==> src/hdl/azimuth_track_association_assert.svh <==
// assertion macros shared by the azimuth track association modules
`ifndef AZIMUTH_TRACK_ASSOCIATION_ASSERT_SVH
`define AZIMUTH_TRACK_ASSOCIATION_ASSERT_SVH

// same-cycle implication, disabled during reset
`define ATA_ASSERT_SAME(lbl, clk, rst, ante, cons, msg) \
   lbl: assert property (@(posedge clk) disable iff (rst) (ante) |-> (cons)) \
      else $error(msg);

// next-cycle implication, disabled during reset
`define ATA_ASSERT_NEXT(lbl, clk, rst, ante, cons, msg) \
   lbl: assert property (@(posedge clk) disable iff (rst) (ante) |=> (cons)) \
      else $error(msg);

`endif

==> src/hdl/ata_pkg.sv <==
// shared constants, types and codes for the azimuth track association block
package ata_pkg;

   localparam int TRACK_SLOTS = 16;
   localparam int SLOT_IDX_W  = (TRACK_SLOTS > 1) ? $clog2(TRACK_SLOTS) : 1;

   localparam int STAMP_W  = 32;
   localparam int AZ_W     = 16;
   localparam int ANGLE_W  = 15;
   localparam int DIST_W   = 14;
   localparam int ID_W     = 32;
   localparam int GATE_W   = 14;
   localparam int AGE_W    = 32;
   localparam int STATUS_W = 2;
   localparam int CSR_IDX_W  = 2;
   localparam int CSR_DATA_W = 32;

   localparam logic [ANGLE_W-1:0] FULL_TURN = ANGLE_W'(23040);
   localparam logic [ANGLE_W-1:0] HALF_TURN = ANGLE_W'(11520);

   localparam logic [GATE_W-1:0] GATE_RESET = GATE_W'(1280);
   localparam logic [AGE_W-1:0]  AGE_RESET  = AGE_W'(2000);

   typedef enum logic [STATUS_W-1:0] {
      ST_MATCH = 2'd0,
      ST_NEW   = 2'd1,
      ST_MONO  = 2'd2,
      ST_FULL  = 2'd3
   } status_type;

   typedef enum logic [CSR_IDX_W-1:0] {
      CSR_GATE_ANGLE = 2'd0,
      CSR_MAX_AGE    = 2'd1
   } csr_index_type;

   typedef enum logic [2:0] {
      S_IDLE   = 3'b001,
      S_SCAN   = 3'b010,
      S_COMMIT = 3'b100
   } state_type;

   typedef struct packed {
      logic load;
      logic scan;
      logic commit;
   } cmd_type;

   typedef struct packed {
      logic scan_last;
   } stat_type;

endpackage

==> src/hdl/ata_ctrl.sv <==
// sequencer: accept, slot walk, commit
`include "azimuth_track_association_assert.svh"

module ata_ctrl (
   input  logic              clock,
   input  logic              reset,
   input  logic              start,
   output logic              busy,
   output ata_pkg::cmd_type  cmd,
   input  ata_pkg::stat_type stat
);
   import ata_pkg::*;

   state_type state_ff;
   state_type state_in;

   always_comb begin
      state_in   = state_ff;
      cmd        = '0;
      case (state_ff)
         S_IDLE: begin
            if (start) begin
               cmd.load = 1'b1;
               state_in = S_SCAN;
            end
         end
         S_SCAN: begin
            cmd.scan = 1'b1;
            if (stat.scan_last) begin
               state_in = S_COMMIT;
            end
         end
         S_COMMIT: begin
            cmd.commit = 1'b1;
            state_in   = S_IDLE;
         end
         default: begin
            state_in = S_IDLE;
         end
      endcase
   end

   always_ff @(posedge clock) begin
      if (reset) begin
         state_ff <= S_IDLE;
      end else begin
         state_ff <= state_in;
      end
   end

   assign busy = (state_ff != S_IDLE);

   `ATA_ASSERT_NEXT(a_accept_goes_busy, clock, reset, start && !busy, busy, "accepted item did not raise busy")
   `ATA_ASSERT_NEXT(a_commit_frees, clock, reset, cmd.commit, !busy, "busy held after commit")

endmodule

==> src/hdl/ata_dp.sv <==
// datapath: config registers, track table, slot walk and result registers
`include "azimuth_track_association_assert.svh"

module ata_dp (
   input  logic                                  clock,
   input  logic                                  reset,
   input  ata_pkg::cmd_type                      cmd,
   output ata_pkg::stat_type                     stat,
   input  logic [ata_pkg::STAMP_W-1:0]           req_stamp_ms,
   input  logic                                  req_angle_valid,
   input  logic signed [ata_pkg::AZ_W-1:0]       req_azimuth,
   output logic                                  rsp_valid,
   output logic [ata_pkg::STATUS_W-1:0]          rsp_status,
   output logic [ata_pkg::ID_W-1:0]              rsp_track_number,
   input  logic                                  csr_valid,
   output logic                                  csr_ready,
   input  logic [ata_pkg::CSR_IDX_W-1:0]         csr_index,
   input  logic [ata_pkg::CSR_DATA_W-1:0]        csr_wdata
);
   import ata_pkg::*;

   localparam logic [17:0] OFS_TWO   = 18'd46080;
   localparam logic [17:0] TURN_ONE  = 18'd23040;
   localparam logic [17:0] TURN_TWO  = 18'd46080;
   localparam logic [17:0] TURN_THREE = 18'd69120;
   localparam logic [SLOT_IDX_W-1:0] LAST_IDX = SLOT_IDX_W'(TRACK_SLOTS - 1);

   // configuration
   logic [GATE_W-1:0] gate_ff;
   logic [AGE_W-1:0]  max_age_ff;

   // track table
   logic                 slot_live_ff  [TRACK_SLOTS];
   logic [ANGLE_W-1:0]   slot_angle_ff [TRACK_SLOTS];
   logic [STAMP_W-1:0]   slot_last_ff  [TRACK_SLOTS];
   logic [ID_W-1:0]      slot_id_ff    [TRACK_SLOTS];
   logic [ID_W-1:0]      id_counter_ff;

   // item under work
   logic [STAMP_W-1:0]    stamp_ff;
   logic                  angle_valid_ff;
   logic [ANGLE_W-1:0]    az_ff;
   logic [SLOT_IDX_W-1:0] idx_ff;

   // walk results
   logic                  best_found_ff;
   logic [SLOT_IDX_W-1:0] best_idx_ff;
   logic [DIST_W-1:0]     best_d_ff;
   logic [ID_W-1:0]       best_id_ff;
   logic                  free_found_ff;
   logic [SLOT_IDX_W-1:0] free_idx_ff;

   // results
   logic                rsp_valid_ff;
   status_type          rsp_status_ff;
   logic [ID_W-1:0]     rsp_number_ff;

   logic [17:0]        wrap_sum;
   logic [17:0]        wrap_red;
   logic [ANGLE_W-1:0] az_in;

   logic [STAMP_W-1:0] age;
   logic               expire;
   logic               live_now;
   logic [ANGLE_W-1:0] raw_d;
   logic [ANGLE_W-1:0] fold_d;
   logic [DIST_W-1:0]  slot_dist;
   logic               better;
   logic               is_match;
   logic               do_alloc;
   logic               all_live;

   // azimuth wrap into one turn: bias by two turns, then strip whole turns
   always_comb begin
      wrap_sum = {{2{req_azimuth[AZ_W-1]}}, req_azimuth} + OFS_TWO;
      if (wrap_sum >= TURN_THREE) begin
         wrap_red = wrap_sum - TURN_THREE;
      end else if (wrap_sum >= TURN_TWO) begin
         wrap_red = wrap_sum - TURN_TWO;
      end else if (wrap_sum >= TURN_ONE) begin
         wrap_red = wrap_sum - TURN_ONE;
      end else begin
         wrap_red = wrap_sum;
      end
      az_in = wrap_red[ANGLE_W-1:0];
   end

   // per-slot test at the walk index
   always_comb begin
      age      = stamp_ff - slot_last_ff[idx_ff];
      expire   = slot_live_ff[idx_ff] && !age[STAMP_W-1] && (age > max_age_ff);
      live_now = slot_live_ff[idx_ff] && !expire;
      if (az_ff > slot_angle_ff[idx_ff]) begin
         raw_d = az_ff - slot_angle_ff[idx_ff];
      end else begin
         raw_d = slot_angle_ff[idx_ff] - az_ff;
      end
      if (raw_d > HALF_TURN) begin
         fold_d = FULL_TURN - raw_d;
      end else begin
         fold_d = raw_d;
      end
      slot_dist = fold_d[DIST_W-1:0];
      better = live_now && angle_valid_ff &&
               (!best_found_ff || (slot_dist < best_d_ff) ||
                ((slot_dist == best_d_ff) && (slot_id_ff[idx_ff] < best_id_ff)));
   end

   assign stat.scan_last = (idx_ff == LAST_IDX);

   assign is_match = best_found_ff && ({1'b0, best_d_ff} <= {1'b0, gate_ff});
   assign do_alloc = cmd.commit && angle_valid_ff && !is_match && free_found_ff;

   always_comb begin
      all_live = 1'b1;
      for (int i = 0; i < TRACK_SLOTS; i++) begin
         all_live = all_live & slot_live_ff[i];
      end
   end

   // configuration registers
   assign csr_ready = 1'b1;

   always_ff @(posedge clock) begin
      if (reset) begin
         gate_ff    <= GATE_RESET;
         max_age_ff <= AGE_RESET;
      end else if (csr_valid && csr_ready) begin
         case (csr_index)
            CSR_GATE_ANGLE: gate_ff    <= csr_wdata[GATE_W-1:0];
            CSR_MAX_AGE:    max_age_ff <= csr_wdata[AGE_W-1:0];
            default: begin
            end
         endcase
      end
   end

   // live flags and id counter
   always_ff @(posedge clock) begin
      if (reset) begin
         for (int i = 0; i < TRACK_SLOTS; i++) begin
            slot_live_ff[i] <= 1'b0;
         end
         id_counter_ff <= '0;
      end else begin
         if (cmd.scan && expire) begin
            slot_live_ff[idx_ff] <= 1'b0;
         end
         if (do_alloc) begin
            slot_live_ff[free_idx_ff] <= 1'b1;
            id_counter_ff             <= id_counter_ff + ID_W'(1);
         end
      end
   end

   // slot payload
   always_ff @(posedge clock) begin
      if (cmd.commit && angle_valid_ff && is_match) begin
         slot_angle_ff[best_idx_ff] <= az_ff;
         slot_last_ff[best_idx_ff]  <= stamp_ff;
      end else if (do_alloc) begin
         slot_angle_ff[free_idx_ff] <= az_ff;
         slot_last_ff[free_idx_ff]  <= stamp_ff;
         slot_id_ff[free_idx_ff]    <= id_counter_ff;
      end
   end

   // item capture and walk state
   always_ff @(posedge clock) begin
      if (cmd.load) begin
         stamp_ff       <= req_stamp_ms;
         angle_valid_ff <= req_angle_valid;
         az_ff          <= az_in;
         idx_ff         <= '0;
         best_found_ff  <= 1'b0;
         free_found_ff  <= 1'b0;
      end else if (cmd.scan) begin
         if (!stat.scan_last) begin
            idx_ff <= idx_ff + SLOT_IDX_W'(1);
         end
         if (better) begin
            best_found_ff <= 1'b1;
            best_idx_ff   <= idx_ff;
            best_d_ff     <= slot_dist;
            best_id_ff    <= slot_id_ff[idx_ff];
         end
         if (!live_now && !free_found_ff) begin
            free_found_ff <= 1'b1;
            free_idx_ff   <= idx_ff;
         end
      end
   end

   // result strobe
   always_ff @(posedge clock) begin
      if (reset) begin
         rsp_valid_ff <= 1'b0;
      end else begin
         rsp_valid_ff <= cmd.commit;
      end
   end

   always_ff @(posedge clock) begin
      if (cmd.commit) begin
         if (!angle_valid_ff) begin
            rsp_status_ff <= ST_MONO;
            rsp_number_ff <= '0;
         end else if (is_match) begin
            rsp_status_ff <= ST_MATCH;
            rsp_number_ff <= best_id_ff;
         end else if (free_found_ff) begin
            rsp_status_ff <= ST_NEW;
            rsp_number_ff <= id_counter_ff;
         end else begin
            rsp_status_ff <= ST_FULL;
            rsp_number_ff <= '0;
         end
      end
   end

   assign rsp_valid        = rsp_valid_ff;
   assign rsp_status       = rsp_status_ff;
   assign rsp_track_number = rsp_number_ff;

   `ATA_ASSERT_NEXT(a_strobe_after_commit, clock, reset, cmd.commit, rsp_valid_ff, "no strobe after commit")
   `ATA_ASSERT_SAME(a_new_bumps_id, clock, reset, rsp_valid_ff && (rsp_status_ff == ST_NEW), id_counter_ff == rsp_number_ff + ID_W'(1), "id counter not advanced for new track")
   `ATA_ASSERT_SAME(a_full_means_full, clock, reset, rsp_valid_ff && (rsp_status_ff == ST_FULL), all_live, "full reported with a free slot")

endmodule

==> src/hdl/azimuth_track_association.sv <==
// top level of the azimuth track association block
// an accepted item is captured, then every track slot is walked in turn, then the item is committed,
// and the strobed result is registered from the commit state
// a new item is not accepted while one is in work (busy); the table walk goes one slot a cycle
// the next item is accepted in the cycle its result is on the rsp ports; results cannot stall
// synchronous active-high reset: table empty, id counter zero, gate 1280, max age 2000 ms
module azimuth_track_association (
   input  logic                                  clock,
   input  logic                                  reset,
   // item channel
   input  logic                                  start,
   output logic                                  busy,
   input  logic [ata_pkg::STAMP_W-1:0]           req_stamp_ms,
   input  logic                                  req_angle_valid,
   input  logic signed [ata_pkg::AZ_W-1:0]       req_azimuth,
   // result channel, one-cycle strobe
   output logic                                  rsp_valid,
   output logic [ata_pkg::STATUS_W-1:0]          rsp_status,
   output logic [ata_pkg::ID_W-1:0]              rsp_track_number,
   // register write channel
   input  logic                                  csr_valid,
   output logic                                  csr_ready,
   input  logic [ata_pkg::CSR_IDX_W-1:0]         csr_index,
   input  logic [ata_pkg::CSR_DATA_W-1:0]        csr_wdata
);
   import ata_pkg::*;

   cmd_type  cmd;
   stat_type stat;
   logic     start_ok;

   // the sequencer only sees a start while it is idle
   assign start_ok = start && !busy;

   // sequencer: idle -> walk all slots -> commit
   ata_ctrl u_ctrl (
      .clock (clock),
      .reset (reset),
      .start (start_ok),
      .busy  (busy),
      .cmd   (cmd),
      .stat  (stat)
   );

   // config registers, table, expiry, nearest search, allocation and result registers
   ata_dp u_dp (
      .clock            (clock),
      .reset            (reset),
      .cmd              (cmd),
      .stat             (stat),
      .req_stamp_ms     (req_stamp_ms),
      .req_angle_valid  (req_angle_valid),
      .req_azimuth      (req_azimuth),
      .rsp_valid        (rsp_valid),
      .rsp_status       (rsp_status),
      .rsp_track_number (rsp_track_number),
      .csr_valid        (csr_valid),
      .csr_ready        (csr_ready),
      .csr_index        (csr_index),
      .csr_wdata        (csr_wdata)
   );

endmodule

==> config.mk <==
export PLATFORM = sky130hd
export DESIGN_NAME = azimuth_track_association
export DESIGN_NICKNAME = d
export VERILOG_FILES = /design/src/hdl/ata_pkg.sv /design/src/hdl/ata_ctrl.sv /design/src/hdl/ata_dp.sv /design/src/hdl/azimuth_track_association.sv
export VERILOG_INCLUDE_DIRS = /design/src /design/src/hdl
export SDC_FILE = /design/constraint.sdc
export NUM_CORES = 2
export LEC_CHECK = 0
export BUFFER_PORTS_ARGS = -buffer_cell sky130_fd_sc_hd__buf_2
export CAP_MARGIN = 20
export CORE_ASPECT_RATIO = 1.1
export CORE_MARGIN = 4
export CORE_UTILIZATION = 35
export CTS_CLUSTER_DIAMETER = 120
export DETAILED_ROUTE_END_ITERATION = 7
export MAX_ROUTING_LAYER = met4
export PLACE_DENSITY = 0.48
export SLEW_MARGIN = 20
export SYNTH_ARGS = -nofsm -noshare
export SYNTH_HDL_FRONTEND = slang
export SYNTH_SLANG_ARGS = --single-unit
export TNS_END_PERCENT = 30
==> constraint.sdc <==
create_clock -name clock -period 9.5 [get_ports clock]
set_input_delay 1.425 -clock clock [delete_from_list [all_inputs] [get_ports clock]]
set_output_delay 1.425 -clock clock [all_outputs]
set_load 0.01 [all_outputs]
==> flow_summary_export.csv <==
group,metric,value,unit
run,cap_viol_max_count,0,
worst_setup_path,cp.required,9.97,ns
global_routing,antenna_found_initial,6,
floorplan,start_util,35.4,%
global_routing,grt_pass1_wl,241000,um
cells_and_area,fin_nets,3941,
clock_tree,insertion_delay,0.82,ns
worst_setup_path,crit_type,"reg -> reg",
floorplan,die_x,412,um
sta,fin_crit,8.35,ns
floorplan,io_pins,124,
cells_and_area,drive_above_1_share,23.1,%
sta,tightest_slew,1.10,ns
hold_path,min_path_type,"reg -> reg",
pwr,ir_worst_vdd,0.000175,V
place,globalplace.congestion,0.850,
synthesis,syn_avg_cell_area,18.1,um2
clock_tree,numCtsBuffers,162,
worst_setup_path,r2r_slack,1.15,ns
sta,hold_violations,0,
synthesis,yosysWarnings,0,
route,wl_per_cell,26.9,um
place,hpwl,94700,um
outcome,status,"complete, no violations",
worst_setup_path,start_kind,"flip-flop",
worst_setup_path,critPathCaptureType,"flip-flop",
route,vias_per_cell,5.27,
floorplan,fp.dieArea,0.187,mm2
pwr,total_power,14.7,mW
synthesis,yosysMostFrequentCell,"edfxtp_1",
place,post-place-ws,1.20,ns
clock_tree,cts_sinks,1508,
synthesis,synth_cells,3474,
sta,setup_ws,1.15,ns
pwr,power.internal,11.3,mW
clock_tree,path_clk_slew,0.06,ns
synthesis,synth_area,0.0629,mm2
route,drt_iter0_drc,2832,
worst_setup_path,path_buf_inv,2,
clock_tree,htreeDepth,4,
synthesis,synthTopCellsByCount,"edfxtp_1, mux4_2, nand2_1, inv_1, a21oi_1",
synthesis,netlist.area_leader.share,67.6,%
floorplan,rows,162,
sta,setup_viol,0,
synthesis,synth_ff_type,"edfxtp_1",
sta,relSlewSlack,26.5,%
pwr,seq_power_share,50.3,%
route,ant_nets,0,
clock_tree,cts_hold_buf,0,
pwr,leakagePower,23.2,nW
hold_path,hp-start,"u_dp.max_age_ff[28]",
synthesis,syn-num-nets,3727,
worst_setup_path,timing.rr.end,"u_dp.best_id_ff[18]",
clock_tree,clockBufferDepth,3,
sta,tns,0,ns
worst_setup_path,cp_max_fo,33,
hold_path,min_path_cells,2,
pwr,swShare,23.0,%
clock_tree,cts_setup_buffers,0,
sta,fin_crit_sh,87.9,%
synthesis,yosysTopAreaCell,"edfxtp_1",
worst_setup_path,crit_slowest_cell,"dfxtp_4",
worst_setup_path,cpLargestDelayFamily,"compound AO/OA/AOI/OAI gates",
sta,drv_slew,0,
synthesis,ys_seq_area_share,70.5,%
synthesis,synth_edf_count,1416,
pwr,power_frac_comb,7.7,%
place,dp_cells,5902,
global_routing,track_usage,18.4,%
worst_setup_path,critPathMaxStageDelay,0.67,ns
sta,worst_clock_skew,0.0393,ns
synthesis,yosys-top-cells-area,"edfxtp_1, mux4_2, ha_1",
clock_tree,clockRootBuffer,"clkbuf_16",
sta,rsz0062_at_grt,"no",
pwr,powerDensity,204,mW/mm2
floorplan,fp.coreArea,0.178,mm2
floorplan,die_height,453,um
pwr,clockPowerShare,42.1,%
cells_and_area,stdcell_count,6198,
worst_setup_path,r2r_cells,28,
pwr,p_switching,3.38,mW
clock_tree,cts_resized,0,
global_routing,first_global_vias,34000,
route,routed_wl,167000,um
place,portBuffers,122,
synthesis,async_flop_share,0,%
synthesis,yosysUniqueCellTypes,84,
route,firstDrtPassIters,5,
sta,max_freq,120,MHz
global_routing,grt_max_degree,99,
hold_path,holdPathEnd,"u_dp.max_age_ff[28]",
route,drc,0,
clock_tree,cts_tree,"done",
cells_and_area,area_growth,14.6,%
global_routing,overflow,0,
worst_setup_path,crit_arrival,8.82,ns
cells_and_area,finalCoreUtilization,40.5,%
route,num_vias,32600,
synthesis,synth_seq_cells,1508,
==> kinds of logic after synthesis <==
kind of cell	synth area share, %
xor gates and xnor gates	1.17
DFF	70.5
muxes	14.6
buffers and inverters	1.97
AOI/OAI and AO/OA	4.09
and+or+nand+nor	4.33
adders and majority gates	3.34
other	0.00596
==> final cells by class <==
cell class | count | area (um2)
inverter | 177 | 664
clock inverter | 69 | 776
antenna | 2 | 5.00
tap | 2378 | 2980
clock buffer | 225 | 4450
timing repair buffer | 194 | 1250
fill | 16200 | 106000
multi-input combinational | 1645 | 17600
sequential | 1508 | 44400
==> sequential cells by signal, summed over array words and instances, names as in the netlist, named ones only <==
register,count
u_ctrl.state_ff,3
u_dp.angle_valid_ff,1
u_dp.az_ff,15
u_dp.best_d_ff,14
u_dp.best_found_ff,1
u_dp.best_id_ff,32
u_dp.best_idx_ff,4
u_dp.free_found_ff,1
u_dp.free_idx_ff,4
u_dp.gate_ff,14
u_dp.id_counter_ff,32
u_dp.idx_ff,4
u_dp.max_age_ff,32
u_dp.rsp_status,2
u_dp.rsp_track_number,32
u_dp.rsp_valid,1
u_dp.slot_angle_ff,240
u_dp.slot_id_ff,512
u_dp.slot_last_ff,512
u_dp.slot_live_ff,16
u_dp.stamp_ff,32
==> worst max path at each step <==
| stage | to | cells after the start |
|---|---|---|
| 2_1_floorplan | u_dp.best_d_ff[0] | 31 |
| 6_report | u_dp.best_id_ff[18] | 28 |
| 4_1_cts | u_dp.best_id_ff[18] | 28 |
| 5_1_grt | u_dp.best_id_ff[18] | 28 |
| 3_3_place_gp | u_dp.best_id_ff[8] | 28 |
| 3_5_place_dp | u_dp.best_d_ff[8] | 28 |
==> worst register-to-register path, delay by kind of cell, from the launching register on <==
family	cells	cell delay, ns
buf+inv	2	0.70
xor+xnor	1	0.15
flops	1	0.67
simple gates	8	2.07
mux	4	1.36
fa+ha+maj	2	0.77
compound gates	11	2.22
==> power by group through the flow <==
| stage | Clock [mW] | Combinational, mW | Sequential (mW) |
|---|---|---|---|
| finish | 6.18 | 1.13 | 7.38 |
| floorplan | 0 | 0.833 | 7.48 |
| global placement | 0 | 1.14 | 7.52 |
| detailed placement | 0 | 1.14 | 7.52 |
| global route | 6.62 | 1.26 | 7.39 |
| CTS | 6.34 | 1.14 | 7.38 |
==> layer usage <==
layer	global-route usage (%)	vias to the layer above	part of all wire, %
met5	-	-	0
li1	-	14300	-
met3	2.80	265	5.1
met1	24.7	17100	44
met2	29.1	930	48
met4	5.59	0	2.7
==> placed cells by master (no fill, tap or decap), types with 12 or more instances in the layout <==
master / n
inv_1: 176
nand2_1: 178
buf_2: 121
xnor2_1: 43
and3_1: 13
nor3_1: 22
buf_4: 66
mux4_2: 400
o211ai_1: 13
a21oi_1: 166
edfxtp_1: 1416
clkbuf_1: 49
o21ai_0: 66
ha_1: 163
nand3_1: 73
clkbuf_16: 164
nor2_1: 113
nor2_4: 29
nand4_1: 30
clkinv_2: 12
nand2b_1: 19
xor2_1: 37
clkinv_1: 30
nor2b_1: 28
a21o_1: 64
o21a_1: 14
clkbuf_8: 12
dfxtp_1: 87
or3_1: 13
==> through the flow <==
| step | cell area [um2] | hold slack (ns) |
|---|---|---|
| CTS | 72100 | 0.456 |
| detailed placement | 66900 | 0.448 |
| floorplan | 62900 | 0.436 |
| global placement | 66800 | 0.444 |
| global route | 72100 | 0.476 |
| finish | 72100 | 0.453 |
(Power assumes the default switching activity.)
